### config.mk
export PLATFORM = sky130hd
export DESIGN_NAME = mpu_slot_priority_replacement_unit
export DESIGN_NICKNAME = d
export VERILOG_FILES = /design/src/design/mspr_pkg.sv /design/src/design/mspr_prio_store.sv /design/src/design/mpu_slot_priority_replacement_unit.sv
export SDC_FILE = /design/constraint.sdc
export NUM_CORES = 1
export LEC_CHECK = 0
export BUFFER_PORTS_ARGS = -buffer_cell sky130_fd_sc_hd__buf_2
export CAP_MARGIN = 15
export CORE_UTILIZATION = 30
export CTS_BUF_LIST = sky130_fd_sc_hd__clkbuf_2 sky130_fd_sc_hd__clkbuf_4 sky130_fd_sc_hd__clkbuf_8
export CTS_CLUSTER_DIAMETER = 60
export DETAILED_ROUTE_END_ITERATION = 8
export PLACE_DENSITY_LB_ADDON = 0.08
export SYNTH_ARGS = -nofsm -noshare
export SYNTH_HDL_FRONTEND = slang
export SYNTH_SLANG_ARGS = --single-unit
### constraint.sdc
create_clock -name aclk -period 6.4 [get_ports aclk]
set_input_delay 0.64 -clock aclk [delete_from_list [all_inputs] [get_ports aclk]]
set_output_delay 0.64 -clock aclk [all_outputs]
set_load 0.01 [all_outputs]
### src/design/mspr_pkg.sv
// Shared types and constants for the protection-region slot replacement unit.
package mspr_pkg;

    typedef enum logic [2:0] {
        ST_IDLE  = 3'b001,
        ST_SCAN  = 3'b010,
        ST_CLEAR = 3'b100
    } state_t;

    typedef struct packed {
        logic clear_all;
        logic wr_en;
    } store_cmd_t;

    localparam logic KIND_PUSH       = 1'b0;
    localparam logic KIND_INVALIDATE = 1'b1;

    localparam logic [31:0] BASE_VALID_FLAG = 32'h0000_0010;
    localparam logic [7:0]  PRIO_ZERO       = 8'd0;
    localparam logic [7:0]  PRIO_FLOOR      = 8'd1;

endpackage

### src/design/mspr_prio_store.sv
// Per-slot priority store for the dynamic protection-region slots.
module mspr_prio_store
    import mspr_pkg::*;
#(
    parameter int DEPTH = 5,
    parameter int IDX_W = 3
) (
    input  logic             aclk,
    input  logic             aresetn,
    input  store_cmd_t       cmd,
    input  logic [IDX_W-1:0] wr_idx,
    input  logic [7:0]       wr_prio,
    input  logic [IDX_W-1:0] rd_idx,
    output logic [7:0]       rd_prio
);

    logic [7:0] prio_reg [DEPTH];

    always_ff @(posedge aclk) begin
        if (!aresetn) begin
            for (int i = 0; i < DEPTH; i++) begin
                prio_reg[i] <= '0;
            end
        end else if (cmd.clear_all) begin
            for (int i = 0; i < DEPTH; i++) begin
                prio_reg[i] <= '0;
            end
        end else if (cmd.wr_en) begin
            prio_reg[wr_idx] <= wr_prio;
        end
    end

    assign rd_prio = prio_reg[rd_idx];

endmodule

### src/design/mpu_slot_priority_replacement_unit.sv
// Top level of the protection-region slot replacement unit.
// A push steps a single priority comparator over the dynamic slots, one slot per cycle,
// starting after the round-robin pointer, and holds the block until its result enters
// the output register; an invalidate issues N clearing writes, where N is
// TOTAL_SLOTS - FIXED_SLOTS, one per cycle while the result side keeps up. A finished
// result sits in an output register, so a new item may be taken while it waits. With
// no dynamic slots every item is taken and produces nothing.
module mpu_slot_priority_replacement_unit
    import mspr_pkg::*;
#(
    parameter int TOTAL_SLOTS = 8,
    parameter int FIXED_SLOTS = 3
) (
    input  logic        aclk,
    input  logic        aresetn,
    input  logic        s_valid,
    output logic        s_ready,
    input  logic        s_kind,
    input  logic [31:0] s_region_base,
    input  logic [31:0] s_region_attributes,
    input  logic [7:0]  s_priority_req,
    output logic        m_valid,
    input  logic        m_ready,
    output logic [2:0]  m_slot,
    output logic [31:0] m_base_word,
    output logic [31:0] m_attribute_word,
    output logic        m_last
);

    localparam bit HAS_DYN = TOTAL_SLOTS > FIXED_SLOTS;
    localparam int DYN_N   = HAS_DYN ? TOTAL_SLOTS - FIXED_SLOTS : 1;
    localparam int IDX_W   = (DYN_N > 1) ? $clog2(DYN_N) : 1;
    localparam int SLOT_W  = $clog2(TOTAL_SLOTS);
    localparam logic [IDX_W-1:0] IDX_LAST = IDX_W'(DYN_N - 1);

    state_t            state_reg, state_next;
    logic [IDX_W-1:0]  ptr_reg, ptr_next;
    logic [IDX_W-1:0]  idx_reg, idx_next;
    logic [IDX_W-1:0]  cnt_reg, cnt_next;
    logic [31:0]       base_reg, base_next;
    logic [31:0]       attr_reg, attr_next;
    logic [7:0]        prio_reg, prio_next;
    logic              m_valid_reg, m_valid_next;
    logic [2:0]        m_slot_reg, m_slot_next;
    logic [31:0]       m_base_reg, m_base_next;
    logic [31:0]       m_attr_reg, m_attr_next;
    logic              m_last_reg, m_last_next;

    store_cmd_t        store_cmd;
    logic [IDX_W-1:0]  cand_idx;
    logic [IDX_W-1:0]  sel_idx;
    logic [7:0]        rd_prio;
    logic              hit;
    logic              out_free;
    logic [SLOT_W-1:0] slot_val;
    logic [31:0]       slot_word;

    mspr_prio_store #(
        .DEPTH (DYN_N),
        .IDX_W (IDX_W)
    ) u_store (
        .aclk    (aclk),
        .aresetn (aresetn),
        .cmd     (store_cmd),
        .wr_idx  (cand_idx),
        .wr_prio (prio_reg),
        .rd_idx  (cand_idx),
        .rd_prio (rd_prio)
    );

    assign cand_idx  = (idx_reg == IDX_LAST) ? '0 : idx_reg + IDX_W'(1);
    assign sel_idx   = (state_reg == ST_CLEAR) ? idx_reg : cand_idx;
    assign slot_val  = SLOT_W'(FIXED_SLOTS) + SLOT_W'(sel_idx);
    assign slot_word = 32'(slot_val);
    assign hit       = rd_prio < prio_reg;
    assign out_free  = !m_valid_reg || m_ready;

    always_comb begin
        state_next   = state_reg;
        ptr_next     = ptr_reg;
        idx_next     = idx_reg;
        cnt_next     = cnt_reg;
        base_next    = base_reg;
        attr_next    = attr_reg;
        prio_next    = prio_reg;
        m_valid_next = m_valid_reg && !m_ready;
        m_slot_next  = m_slot_reg;
        m_base_next  = m_base_reg;
        m_attr_next  = m_attr_reg;
        m_last_next  = m_last_reg;
        store_cmd    = '0;

        case (state_reg)
            ST_IDLE: begin
                if (s_valid && HAS_DYN) begin
                    if (s_kind == KIND_INVALIDATE) begin
                        store_cmd.clear_all = 1'b1;
                        ptr_next            = '0;
                        idx_next            = '0;
                        state_next          = ST_CLEAR;
                    end else begin
                        base_next  = s_region_base;
                        attr_next  = s_region_attributes;
                        prio_next  = (s_priority_req == PRIO_ZERO) ? PRIO_FLOOR
                                                                    : s_priority_req;
                        idx_next   = ptr_reg;
                        cnt_next   = '0;
                        state_next = ST_SCAN;
                    end
                end
            end
            ST_SCAN: begin
                if (hit || cnt_reg == IDX_LAST) begin
                    if (out_free) begin
                        store_cmd.wr_en = 1'b1;
                        ptr_next        = cand_idx;
                        m_valid_next    = 1'b1;
                        m_slot_next     = slot_word[2:0];
                        m_base_next     = base_reg | slot_word | BASE_VALID_FLAG;
                        m_attr_next     = attr_reg;
                        m_last_next     = 1'b1;
                        state_next      = ST_IDLE;
                    end
                end else begin
                    idx_next = cand_idx;
                    cnt_next = cnt_reg + IDX_W'(1);
                end
            end
            ST_CLEAR: begin
                if (out_free) begin
                    m_valid_next = 1'b1;
                    m_slot_next  = slot_word[2:0];
                    m_base_next  = '0;
                    m_attr_next  = '0;
                    m_last_next  = (idx_reg == IDX_LAST);
                    if (idx_reg == IDX_LAST) begin
                        state_next = ST_IDLE;
                    end else begin
                        idx_next = idx_reg + IDX_W'(1);
                    end
                end
            end
            default: begin
                state_next = ST_IDLE;
            end
        endcase
    end

    always_ff @(posedge aclk) begin
        if (!aresetn) begin
            state_reg   <= ST_IDLE;
            ptr_reg     <= '0;
            m_valid_reg <= 1'b0;
        end else begin
            state_reg   <= state_next;
            ptr_reg     <= ptr_next;
            m_valid_reg <= m_valid_next;
        end
    end

    always_ff @(posedge aclk) begin
        idx_reg    <= idx_next;
        cnt_reg    <= cnt_next;
        base_reg   <= base_next;
        attr_reg   <= attr_next;
        prio_reg   <= prio_next;
        m_slot_reg <= m_slot_next;
        m_base_reg <= m_base_next;
        m_attr_reg <= m_attr_next;
        m_last_reg <= m_last_next;
    end

    assign s_ready          = (state_reg == ST_IDLE);
    assign m_valid          = m_valid_reg;
    assign m_slot           = m_slot_reg;
    assign m_base_word      = m_base_reg;
    assign m_attribute_word = m_attr_reg;
    assign m_last           = m_last_reg;

`ifndef SYNTHESIS
    a_clear_zero_attr: assert property (@(posedge aclk) disable iff (!aresetn)
        m_valid && !m_base_word[4] |-> m_attribute_word == '0)
        else $error("Clearing write carries non-zero attributes.");

    a_clear_continues: assert property (@(posedge aclk) disable iff (!aresetn)
        m_valid && m_ready && !m_last |=> m_valid)
        else $error("Clearing sequence stalled after a non-final transfer.");

    a_ptr_range: assert property (@(posedge aclk) disable iff (!aresetn)
        state_reg == ST_IDLE |-> ptr_reg <= IDX_LAST)
        else $error("Round-robin pointer outside the dynamic slots.");
`endif

endmodule

Yosys cells after proc, flatten, opt, wreduce, memory -nomap -nowiden

Memories as Yosys holds them, arrays and structs flattened.
Cells that the tools add are included.

Flip-flop bits (word level): 153
Memories: 1
Logic and storage cells: 115
Memory bits (writable): 40
Bits of input ports: 77

Muxes and demuxes: 61
Add/subtract/negate cells: 3
Reduce and logical (&&, ||, !) cells: 17
$lt $le $gt $ge: 1
Equality and inequality tests: 13
Bitwise operators: 7

Memory list:

| name             | depth | width | rd ports | clocked after Yosys merged registers in | write ports | line                  | text |
|---|---|---|---|---|---|---|---|
| u_store.prio_reg | 5     | 8     | 1        | 0                                       | 5           | mspr_prio_store.sv:17 | `logic [7:0] prio_reg [DEPTH];` |

Operators by type and width:

| cell                                                                  | number |
|---|---|
| 32-bit two-way mux                                                    | 5 |
| 32-bit one-hot mux with 2 select lines                                | 2 |
| 3-bit two-way mux                                                     | 21 |
| 8-bit two-way mux                                                     | 6 |
| 32-bit by 3-bit OR with 32-bit output                                 | 1 |
| 1-bit two-way mux                                                     | 20 |
| 3-bit one-hot mux with 2 select lines                                 | 3 |
| 3-bit one-hot mux with 3 select lines                                 | 2 |
| 2-bit != test, second input constant                                  | 8 |
| 4-bit AND reduction                                                   | 3 |
| 5-bit AND reduction                                                   | 2 |
| 3-bit equality test, second input constant                            | 3 |
| 8-bit zero test                                                       | 1 |
| 8-bit < comparator                                                    | 1 |
| 8-bit OR reduction                                                    | 1 |
| 3-bit by 1-bit adder with 3-bit output, second input constant         | 2 |
| 1-bit OR                                                              | 5 |
| 1-bit one-hot mux with 2 select lines                                 | 2 |
| 2-bit nonzero test                                                    | 2 |
| 2-bit by 3-bit adder with 3-bit output, first input constant          | 1 |
| 3-bit by 1-bit equality test with 1-bit output, second input constant | 1 |
| 3-bit by 2-bit equality test with 1-bit output, second input constant | 1 |
| 3-bit AND reduction                                                   | 1 |
| 3-bit nonzero test                                                    | 1 |
| other kinds (5)                                                       | 7 |

Logic depth before layout (Yosys ltp)

Gate-level depths: netlist (run 1).
An unclocked memory read counts as a cell.

Depth in word-level cells: 13
Gate-level depth with buffers: 17
Depth with buffers taken out: 15

Cells and area by module

A second synthesis (run 1) with hierarchy kept.

Cell total of the unflattened synthesis: 505
Area, all modules: 8528.2 um2

Modules (own cells, without submodules):

| module                             | times used | cells each | seq. area each (um2) | area each (um2) |
|---|---|---|---|---|
| mpu_slot_priority_replacement_unit | 1          | 338        | 4494.3               | 5676.7 |
| mspr_prio_store                    | 1          | 167        | 1921.8               | 2851.5 |

Least setup slack after synthesis (run 1)

Ideal clock, no wire load.

Path kind: reg2reg
From: register idx_reg[0]
To: register m_attr_reg[0], in the netlist m_attribute_word[0] (enable)
Period minus slack after synthesis: 5658 ps
Arrival: 5234 ps
Slack: 742 ps
Cell stages (with the launch flop): 17
Setup time: 425 ps
Cell sequence: edfxtp_1 buf_4 inv_1 clkbuf_1 ha_1 buf_6 clkbuf_1 mux4_2 nor2_1 a311oi_1 ha_1 a211oi_1 nor2_1 o31ai_2 and3_1 nand2_1 nand2_1

Longest elaborated chain between the ends: 7

RTL lines:

| what                                                                                 | line                                      | text |
|---|---|---|
| from (decl)                                                                          | mpu_slot_priority_replacement_unit.sv:38  | `logic [IDX_W-1:0] idx_reg, idx_next;` |
| from (signal assigned)                                                               | mpu_slot_priority_replacement_unit.sv:162 | `idx_reg <= idx_next;` |
| 3-bit by 1-bit adder with 3-bit output / 3-bit equality test (equally long branches) | mpu_slot_priority_replacement_unit.sv:71  | `assign cand_idx = (idx_reg == IDX_LAST) ? '0 : idx_reg + IDX_W'(1);` |
| 3-bit two-way mux *                                                                  | mpu_slot_priority_replacement_unit.sv:71  |  |
| memory read 5 x 8 bit *                                                              | -                                         |  |
| 8-bit < comparator *                                                                 | mpu_slot_priority_replacement_unit.sv:75  | `assign hit = rd_prio < prio_reg;` |
| 1-bit logical OR *                                                                   | mpu_slot_priority_replacement_unit.sv:113 | `if (hit \|\| cnt_reg == IDX_LAST) begin` |
| 2-bit != test (no source line) *                                                     | -                                         |  |
| 4-bit AND reduction (no source line) *                                               | -                                         |  |
| to (signal assigned)                                                                 | mpu_slot_priority_replacement_unit.sv:169 | `m_attr_reg <= m_attr_next;` |
| to (decl)                                                                            | mpu_slot_priority_replacement_unit.sv:46  | `logic [31:0] m_attr_reg, m_attr_next;` |

Every way passes the cells marked *; elsewhere a longest branch is shown, timed or not.
A chain may end at the register's enable or synchronous reset.

Final worst setup path (run 1)

From: register idx_reg[0]
To: register m_base_reg[18], in the netlist m_base_word[18] (enable)

Longest elaborated chain between the ends: 7

RTL lines:

| what                                                                                 | line                                      | text |
|---|---|---|
| 3-bit by 1-bit adder with 3-bit output / 3-bit equality test (equally long branches) | mpu_slot_priority_replacement_unit.sv:71  |  |
| 3-bit two-way mux *                                                                  | mpu_slot_priority_replacement_unit.sv:71  |  |
| memory read 5 x 8 bit *                                                              | -                                         |  |
| 8-bit < comparator *                                                                 | mpu_slot_priority_replacement_unit.sv:75  |  |
| 1-bit logical OR *                                                                   | mpu_slot_priority_replacement_unit.sv:113 |  |
| 2-bit != test (no source line) *                                                     | -                                         |  |
| 4-bit AND reduction (no source line) *                                               | -                                         |  |
| to (signal assigned)                                                                 | mpu_slot_priority_replacement_unit.sv:168 | `m_base_reg <= m_base_next;` |
| to (decl)                                                                            | mpu_slot_priority_replacement_unit.sv:45  | `logic [31:0] m_base_reg, m_base_next;` |

Marks and branches as above.

==> impl_results.md, run 1 <==
* Crit Path Max Fanout at 40
* R2R Setup Slk at 1190 ps
* Hold Path Sink: base_reg[12]
* F_max at 192.0 MHz
* Most Used Layer, Global Route: met2
* Syn avg cell area at 16.03 µm²
* Top_reg_cell synth: edfxtp_1
* CP Capture Type: flip-flop
* Crit path launch: idx_reg[0]
* Final nets at 799
* RSZ-0062 raised after global routing: false
* Gr ovfl total at 0
* Slew @ Worst Pin at 1020 ps
* Resized cells post-CTS at 0
* Routed len/inst at 17.25 µm
* Routed vias at 4,988
* Status: finished, final reports clean
* Met2 usage at 0.2131
* CTS root buf: clkbuf_8
* Die Y at 170.8 µm
* Family with the most delay on the worst path: compound AO/OA/AOI/OAI gates
* RD Place Congestion at 0.8536
* Antenna violations before repair at 1
* Yosys reg bits at 216
* Final period util at 0.8138
* Sequential share of the synthesized area at 0.7509
* Layout cell share with drive strength beyond 1 at 0.3509
* Global-route wire length before repair at 29,300 µm
* Initial Util at 0.3059
* Num ports at 147
* Clk_lat worst skew at 530 ps
* Post-synthesis instance total at 533
* Clock skew at 23.65 ps
* Placed instance count at 1,047
* Tot Pwr at 3.198 mW
* Total CTS buffers at 39
* Vias per inst at 4.466
* Cell row count at 61
* Sw Ratio at 0.2482
* Pwr/cell area at 304.7 nW/µm²
* H-tree depth at 2
* Hold_buf cts at 0
* Maxcap violations at 0
* Crit Path Class: reg -> reg
* Final hold vios at 0
* Net Sw Power at 0.7938 mW
* Core Box Area at 27,930 µm²
* Vias in the first global route at 5,200
* Post-CTS Setup Bufs at 0
* Synth Cell Area at 8544 µm²
* First-pass iteration count of the detailed router at 4
* Grt met3 use at 0.04788
* Reg power frac at 0.518
* Req. time, crit path at 6610 ps
* WHS Path Cells at 1
* Total track usage at 0.1341
* GRT met1 Usage at 0.1672
* CP startpoint kind: flip-flop
* Finished Layout Cells at 1,117
* IO Port Bufs at 145
* Drt total wl at 19,270 µm
* Die W at 170.8 µm
* Die area at 29,160 µm²
* Sum Neg Setup Slack at 0 ps
* CTS tree: built
* # fillers at 2,750
* Post-route ant nets at 0
* P_int at 2.405 mW
* Layout area overhead at 22.86%
* Initial DRC count at 266
* Syn Nets at 622
* RR Startpoint: idx_reg[0]
* Netlist cell types at 54
* Final HPWL DP at 12,930 µm
* Peak VDD IR at 0.1484 mV
* Final min period at 5208 ps
* Worst-path clk slew at 60 ps
* Min-delay src: s_region_base[12]
* Combinational share of power at 0.110
* Arrival time at the worst endpoint at 5420 ps
* Max incr delay on CP at 740 ps
* Final setup violation count at 0
* Clock power share at 0.373
* R2R cell count at 15
* Hold WC Path Type: in -> reg
* Drt drc at 0
* Largest net degree at the start of global routing at 72
* Leakage power at 3.788 nW
* RR Endpoint: m_base_word[18]
* Post-synth ARST share at 0
* Buf+Inv Stages, Crit Path at 2
* Clk buf depth at 3
* Cell chain of the critical path: inv_1 -> ha_1 -> and2b_4 -> o211ai_4 -> o22ai_1 -> o31a_1 -> a31oi_1 -> ha_1 -> a21oi_1 -> a21oi_1 -> o31ai_2 -> and3_1 -> nand2_1 -> nand2_2 -> buf_12
* Crit-path slowest cell: edfxtp_1
* Number of flip-flops in the largest register at 64
* Number of max-slew violations in the final report at 0
* Synth warn at 0
* Clock sink total at 216
* Slew headroom at 0.3200
* Number of synthesized flops with an enable pin at 209
-- worst max-delay path by stage --
stage | slack [ps] | to | depth (start not counted)
floorplan | 740 | m_attribute_word[0] | 16
global placement | 1230 | m_base_word[31] | 15
detailed placement | 1160 | m_attribute_word[7] | 15
CTS | 1160 | m_attribute_word[7] | 15
global route | 790 | m_attribute_word[7] | 15
finish | 1190 | m_base_word[18] | 15
-- placed cells by master (no fill, tap or decap), drive strengths merged, types with 2 or more instances in the layout --
master   Yosys  routed
a211oi       7       7
a21boi       4       4
a21oi        6       6
a22o         3       3
a311oi       6       6
a31oi        4       4
and2        70      70
and3         3       3
buf          7     167
clkbuf      24      51
clkinv       0      16
dfxtp        7       7
edfxtp     209     209
ha          12      12
inv         16      17
mux2         2       2
mux2i        2       2
mux4         7       7
nand2       30      30
nand2b       5       5
nand3        5       5
nand4        5       5
nor2        23      23
nor3        42      42
nor3b        2       2
o211ai       2       2
o21a         2       2
o21ai        4       4
o221ai       2       2
o22ai        3       3
o2bb2ai      2       2
o31ai        6       6
xnor2        2       2
-- synth_stat cells, types with 3 or more instances --
master | number | share of area
edfxtp_1 | 209 | 0.73
nor3_1 | 30 | 0.018
o31ai_1 | 4 | 0.0035
buf_6 | 3 | 0.0040
a311oi_1 | 6 | 0.0062
nand3_1 | 5 | 0.0029
nor2_1 | 23 | 0.010
inv_1 | 16 | 0.0070
o22ai_1 | 3 | 0.0022
and3_1 | 3 | 0.0022
ha_1 | 12 | 0.018
nand2b_1 | 5 | 0.0037
clkbuf_1 | 24 | 0.011
a22o_1 | 3 | 0.0031
a21oi_1 | 5 | 0.0029
a21boi_0 | 3 | 0.0026
a31oi_1 | 4 | 0.0029
nand2_1 | 30 | 0.013
a211oi_1 | 7 | 0.0062
nor3_2 | 12 | 0.014
o21ai_0 | 3 | 0.0018
and2_1 | 69 | 0.051
dfxtp_1 | 7 | 0.016
mux4_2 | 6 | 0.016
-- cells by family (layout without fill, tap and decap cells) --
group / Yosys count / after routing / share of synthesized area
flops: 216 / 216 / 0.7509
simple gates: 189 / 189 / 0.1287
compound gates: 55 / 55 / 0.05140
buf+inv: 47 / 252 / 0.02445
fa+ha+maj: 12 / 12 / 0.01757
mux: 11 / 11 / 0.02387
xor+xnor: 3 / 3 / 0.003076
other cells: 0 / 1 / 0
-- routing by layer --
layer	wire length (µm)	vias to the layer above
met3	1572	33
li1	-	2366
met1	8308	2411
met5	0	-
met4	383	0
met2	9001	178
-- final cells by class --
type / instances / area [µm²] / share of cell area
multi-input cells: 270 / 1929 / 0.1838
diodes: 1 / 2.502 / 0.0002384
flip-flops and latches: 216 / 6416 / 0.6112
repair buffers: 167 / 903.4 / 0.08605
clock inverters: 18 / 86.33 / 0.008224
well taps: 378 / 473.0 / 0.04505
inverters: 16 / 60.06 / 0.005721
clock buffers: 51 / 626.9 / 0.05971
-- stage by stage --
stage	utilization	hold slack, ps	area, µm²	worst slack, ps
6_report	0.3758	286.6	10500	1192
5_1_grt	0.3757	244.8	10500	793.8
4_1_cts	0.3757	241.7	10500	1163
3_5_place_dp	0.3502	453.1	9782	1160
3_3_place_gp	0.3502	446.9	9782	1226
2_1_floorplan	-	432.7	8544	741.9
-- power by group through the flow --
stage	registers [mW]	logic [mW]	clock network [mW]
6_report	1.66	0.351	1.19
5_1_grt	1.66	0.391	1.30
4_1_cts	1.66	0.358	1.25
3_5_place_dp	1.68	0.357	0
3_3_place_gp	1.68	0.352	0
2_1_floorplan	1.68	0.230	0
(Power assumes the default switching activity.)
==> run 2: changes to the inputs <==
==> constraint.sdc (replaced) <==
create_clock -name aclk -period 4.48 [get_ports aclk]
set_input_delay 0.448 -clock aclk [delete_from_list [all_inputs] [get_ports aclk]]
set_output_delay 0.448 -clock aclk [all_outputs]
set_load 0.01 [all_outputs]
==> run 2 against run 1 <==
Compared with the run above:
- critical path depth decreased by 1
- clock power is 55% higher
- sequential power grew 42%
- combinational power grew 56%
- largest power group unchanged
==> impl_results.md, run 2 (synthesis results as in run 1) <==
* Uppermost layer routed: met5
* Arrival time at the worst endpoint at 4350 ps (-1070 ps)
* Drt total wl at 19,940 µm (+3.5%)
* Crit Path Max Fanout at 12 (-70%)
* CTS root buf: clkbuf_8
* Total track usage at 0.1402 (+0.006143)
* Clock skew at 37.98 ps (+14.33 ps)
* Drt drc at 0 (unchanged)
* Core Box Area at 27,930 µm² (unchanged)
* Pwr/cell area at 445.1 nW/µm² (+46%)
* Routed vias at 5,058 (+1.4%)
* Clk_lat worst skew at 540 ps (about the same)
* Met3 routed WL at 1757 µm (+12%)
* Final nets at 801 (+0.25%)
* # fillers at 2,720 (-1.1%)
* Global-route wire length before repair at 30,600 µm (+4.5%)
* Tot Pwr at 4.743 mW (+48%)
* Final hold vios at 0 (unchanged)
* Final HPWL DP at 13,490 µm (+4.4%)
* Worst-path clk slew at 70 ps (about the same)
* Family with the most delay on the worst path: compound AO/OA/AOI/OAI gates
* Number of max-slew violations in the final report at 0 (unchanged)
* Maxcap violations at 0 (unchanged)
* Cell chain of the critical path: inv_1 -> ha_1 -> o211ai_4 -> buf_4 -> a211oi_1 -> a311oi_1 -> ha_1 -> nand3_1 -> a21oi_1 -> o31ai_4 -> and3_1 -> nand2_1 -> buf_4 -> o31ai_4
* Die area at 29,160 µm² (unchanged)
* IO Port Bufs at 145 (unchanged)
* Largest net degree at the start of global routing at 66 (-8.3%)
* Routed len/inst at 17.82 µm (+3.3%)
* RSZ-0062 raised after global routing: false
* Vias in the first global route at 5,357 (+3.0%)
* Post-route ant nets at 0 (unchanged)
* Total CTS buffers at 40 (+2.6%)
* Die W at 170.8 µm (unchanged)
* Slew headroom at 0.5453 (+0.2253)
* Antenna violations before repair at 3 (+2)
* Crit-path slowest cell: ha_1
* Layout area overhead at 24.72%
* M1 WL at 8366 µm (+0.70%)
* CP startpoint kind: flip-flop
* Sum Neg Setup Slack at 0 ps (unchanged)
* Num ports at 147 (unchanged)
* F_max at 238.3 MHz (+24%)
* Gr ovfl total at 0 (unchanged)
* Hold_buf cts at 0 (unchanged)
* Vias per inst at 4.520 (+1.2%)
* Req. time, crit path at 4640 ps (-1970 ps)
* Max incr delay on CP at 500 ps (-240 ps)
* Most common cell after layout, fill and taps aside: edfxtp_1
* Clk buf depth at 3 (unchanged)
* Slew @ Worst Pin at 677.5 ps (-342.5 ps)
* Die Y at 170.8 µm (unchanged)
* Leakage power at 3.829 nW (+1.1%)
* Initial Util at 0.3059 (unchanged)
* Number of flip-flops in the largest register at 64 (unchanged)
* First-pass iteration count of the detailed router at 6 (+2)
* Crit Path Class: reg -> reg
* Buf+Inv Stages, Crit Path at 3 (+1)
* Clock sink total at 216 (unchanged)
* Multi-input combinational cell area at 2011 µm² (+4.2%)
* Commonest cells after routing, fill and taps aside: 209 x edfxtp_1, 145 x buf_2, 69 x and2_1
* Final min period at 4197 ps (-1011 ps)
* H-tree depth at 2 (unchanged)
* Worst hold slack at 82.53 ps (-204.0 ps)
* Final setup violation count at 0 (unchanged)
* Cell row count at 61 (unchanged)
* Post-CTS Setup Bufs at 0 (unchanged)
* Placed instance count at 1,048 (+0.096%)
* Status: finished, final reports clean
* Layout cell share with drive strength beyond 1 at 0.3608 (+0.009862)
* CTS tree: built
* Initial DRC count at 334 (+26%)
* Met2 wire len at 9199 µm (+2.2%)
* Finished Layout Cells at 1,119 (+0.18%)
* CP Capture Type: flip-flop
* Storage element area at 6416 µm² (unchanged)
* RD Place Congestion at 0.8016 (-6.1%)
* Resized cells post-CTS at 0 (unchanged)
* Hold WC Path Type: in -> reg
* Final period util at 0.9368 (+0.1230)
* Peak VDD IR at 0.1959 mV (+32%)
[run 2: path summary, 6_finish.rpt]
| kind | from | depth (start not counted) | end | slack [ps] |
|---|---|---|---|---|
| hold reg to reg | ptr_reg[0] | 1 | ptr_reg[0] | 480 |
| hold / removal | s_region_attributes[19] | 1 | attr_reg[19] | 80 |
| setup reg to reg | idx_reg[1] | 14 | u_store.prio_reg[0][5] | 280 |
| setup / recovery | idx_reg[1] | 14 | u_store.prio_reg[0][5] | 280 |
[run 2: power breakdown]
group / internal [mW] / switching (mW)
logic: 0.210 / 0.338
clock network: 1.02 / 0.816
registers: 2.33 / 0.0288
total: 3.56 / 1.18
[run 2: worst reg2reg max path, stage by stage (launching register included)]
cell and delay, ps:
edfxtp_1 400, inv_1 60, ha_1 500, o211ai_4 230, buf_4 210, a211oi_1 500, a311oi_1 130, ha_1 350
nand3_1 90, a21oi_1 90, o31ai_4 240, and3_1 210, nand2_1 80, buf_4 220, o31ai_4 500
[run 2: area by class of cell]
class | count | area share
well taps | 378 | 0.04438
repair buffers | 168 | 0.08548
inverters | 16 | 0.005636
clock inverters | 13 | 0.006927
diodes | 1 | 0.0002348
multi-input cells | 270 | 0.1887
flip-flops and latches | 216 | 0.6021
clock buffers | 57 | 0.06657
[run 2: stage by stage]
step	util	area [µm²]	setup slack [ps]
2_1_floorplan	-	8632	13.60
3_3_place_gp	0.3534	9871	398.5
3_5_place_dp	0.3534	9871	356.9
4_1_cts	0.3814	10650	290.5
5_1_grt	0.3815	10660	63.89
6_report	0.3815	10660	283.2
[run 2: layer usage]
| layer | up-vias | track usage |
|---|---|---|
| met3 | 52 | 0.05737 |
| met1 | 2455 | 0.1738 |
| met5 | - | 0 |
| met2 | 168 | 0.2161 |
| met4 | 4 | 0.05719 |
| li1 | 2379 | - |
==> run 3: changes to the inputs <==
--- a/config.mk
+++ b/config.mk
@@ -7,11 +7,13 @@
 export LEC_CHECK = 0
 export BUFFER_PORTS_ARGS = -buffer_cell sky130_fd_sc_hd__buf_2
 export CAP_MARGIN = 15
+export CORE_MARGIN = 2
 export CORE_UTILIZATION = 30
 export CTS_BUF_LIST = sky130_fd_sc_hd__clkbuf_2 sky130_fd_sc_hd__clkbuf_4 sky130_fd_sc_hd__clkbuf_8
 export CTS_CLUSTER_DIAMETER = 60
 export DETAILED_ROUTE_END_ITERATION = 8
 export PLACE_DENSITY_LB_ADDON = 0.08
+export RECOVER_POWER = 100
 export SYNTH_ARGS = -nofsm -noshare
 export SYNTH_HDL_FRONTEND = slang
 export SYNTH_SLANG_ARGS = --single-unit
==> run 3 against run 2 <==
Compared with the run above:
- the flow now finishes with violations (capacitance limit, slew limit)
- largest cell class unchanged
- flip-flop and latch count unchanged
- final area increased by 0.11%
- utilization about the same
- worst setup slack improved by 18 ps
- critical path depth increased by 1
- clock-buffer cell count increased by 2
==> impl_results.md, run 3 (synthesis results as in run 1) <==
* Final min period at 4179 ps (-17.86 ps)
* Core Box Area at 27,930 µm² (unchanged)
* Family with the most delay on the worst path: compound AO/OA/AOI/OAI gates
* Initial DRC count at 242 (-28%)
* CP Capture Type: flip-flop
* Final period util at 0.9328 (-0.003986)
* Total track usage at 0.1350 (-0.005272)
* Hold_buf cts at 0 (unchanged)
* Number of flip-flops in the largest register at 64 (unchanged)
* Antenna violations before repair at 3 (unchanged)
* WHS Path Cells at 1 (unchanged)
* Tot Pwr at 4.875 mW (+2.8%)
* Met2 wire len at 9647 µm (+4.9%)
* Maxcap violations at 2 (+2)
* Failing checks: capacitance limit, slew limit
* Layout area overhead at 24.85%
* Arrival time at the worst endpoint at 4340 ps (about the same)
* Most common cell after layout, fill and taps aside: edfxtp_1
* Clk_lat worst skew at 530 ps (about the same)
* Commonest cells after routing, fill and taps aside: 209 x edfxtp_1, 80 x clkbuf_1, 68 x buf_2
* Post-route ant nets at 0 (unchanged)
* RR Endpoint: m_base_word[20]
* Leakage power at 3.667 nW (-4.2%)
* Crit-path slowest cell: nand2_4
* IO Port Bufs at 145 (unchanged)
* Routed len/inst at 17.93 µm (+0.64%)
* Worst-path clk slew at 60 ps (about the same)
* CTS tree: built
* Placed instance count at 1,048 (unchanged)
* Clk buf depth at 3 (unchanged)
* First-pass iteration count of the detailed router at 4 (-2)
* Num ports at 147 (unchanged)
* F_max at 239.3 MHz (+0.43%)
* Drt drc at 0 (unchanged)
* RD Place Congestion at 0.7664 (-4.4%)
* Req. time, crit path at 4650 ps (about the same)
* Die W at 172.8 µm (+1.2%)
* Die Y at 172.8 µm (+1.2%)
* Global-route wire length before repair at 31,460 µm (+2.8%)
* Layout cell share with drive strength beyond 1 at 0.2650 (-0.09583)
* Number of max-slew violations in the final report at 135 (+135)
* RR Startpoint: idx_reg[1]
* Hold Path Sink: attr_reg[11]
* Final setup violation count at 0 (unchanged)
* Crit Path Class: reg -> reg
* Final hold vios at 0 (unchanged)
* Pwr/cell area at 457.0 nW/µm² (+2.7%)
* Cell row count at 61 (unchanged)
* Total CTS buffers at 41 (+2.5%)
* M1 WL at 8618 µm (+3.0%)
* R2R cell count at 15 (+1)
* Gr ovfl total at 0 (unchanged)
* Slew @ Worst Pin at 2366 ps (+1689 ps)
* Clock skew at 32.19 ps (-5.786 ps)
* H-tree depth at 2 (unchanged)
* CTS root buf: clkbuf_8
* Final nets at 808 (+0.87%)
* Die area at 29,850 µm² (+2.4%)
* Final HPWL DP at 13,320 µm (-1.3%)
* Largest net degree at the start of global routing at 72 (+9.1%)
* Slew headroom at -0.5774 (-1.123)
* Hold WC Path Type: in -> reg
* Max incr delay on CP at 400 ps (-100 ps)
* Finished Layout Cells at 1,129 (+0.89%)
* Resized cells post-CTS at 0 (unchanged)
* Cell chain of the critical path: inv_1 -> ha_1 -> buf_4 -> mux2_2 -> o221ai_1 -> o31a_1 -> a31oi_1 -> ha_1 -> a21oi_1 -> a21oi_1 -> o31ai_4 -> and3_1 -> nand2_1 -> buf_4 -> nand2_4
* Peak VDD IR at 0.2080 mV (+6.2%)
* Vias per inst at 4.490 (-0.67%)
* Uppermost layer routed: met5
* Met3 routed WL at 1453 µm (-17%)
* Min-delay src: s_region_attributes[11]
* Drt total wl at 20,240 µm (+1.5%)
* Clock sink total at 216 (unchanged)
* Diodes inserted at 0 (-1)
* Crit Path Max Fanout at 32 (+20)
* Buf+Inv Stages, Crit Path at 3 (unchanged)
* Routed vias at 5,069 (+0.22%)
* R2R Setup Slk at 300 ps (+20 ps)
* Status: finished with violations
* CP startpoint kind: flip-flop
* Initial Util at 0.3059 (unchanged)
* Vias in the first global route at 5,520 (+3.0%)
## run 3: changes by cell type in the layout (fill, tap and decap cells not counted), sizes merged
cell	previous run	this run
diode	1	0
nand2	30	31
bufinv	0	2
clkinv	10	13
inv	17	16
buf	168	92
clkbuf	57	140
clkinvlp	2	1
## run 3: how the worst max path moves through the flow
stage / start / to / slack (ps) / cells after the start
finish: idx_reg[1] / m_base_word[20] / 300 / 15
global route: idx_reg[1] / m_base_word[0] / -6 / 15
CTS: idx_reg[1] / m_base_word[7] / 170 / 15
detailed placement: idx_reg[0] / m_attribute_word[31] / 200 / 15
global placement: idx_reg[0] / m_attribute_word[30] / 270 / 15
floorplan: state_reg[0] / attr_reg[0] / 10 / 4
## run 3: what timing repair did
| item | CTS | global route |
|---|---|---|
| hold endpoints to repair | 0 | 0 |
| buffers inserted | 0 | 5 |
| setup endpoints to repair | 0 | 81 |
## run 3: per-layer routing
metal  up-vias  global-route usage
met3        49             0.04903
met1      2486              0.1599
met4         4             0.04661
li1       2381                   -
met5         -                   0
met2       149              0.2271
## run 3: layout make-up
type                    instances  area [µm²]
well taps                     378       473.0
inverters                      16       60.06
multi-input cells             271        2022
repair buffers                173       850.8
clock buffers                  59       711.9
flip-flops and latches        216        6416
clock inverters                16       133.9
fillers                      2734       17270
## run 3: through the flow
step,hold WS [ps],TNS [ps],util,instance area [µm²],setup WS (ps)
final,87.29,0,0.3819,10670,301.0
after global placement,463.7,0,0.3529,9858,269.0
after floorplan,432.7,0,-,8632,13.60
after detailed placement,468.2,0,0.3529,9858,198.3
after global routing,43.55,-18.25,0.3819,10670,-5.860
after CTS,42.23,0,0.3832,10700,165.7
## run 3: worst reg2reg max path, stage by stage, from the launching register on
cell      delay, ps
edfxtp_1        390
inv_1            60
ha_1            290
buf_4           250
mux2_2          380
o221ai_1        180
o31a_1          230
a31oi_1          60
ha_1            320
a21oi_1         150
a21oi_1         110
o31ai_4         270
and3_1          210
nand2_1         220
buf_4           300
nand2_4         400
## run 3: power breakdown
part | internal (mW) | leakage [nW] | switching [mW] | total, mW
Combinational | 0.216 | 1.20 | 0.344 | 0.560
Sequential | 2.33 | 2.02 | 0.0289 | 2.36
Clock | 1.14 | 0.446 | 0.811 | 1.95
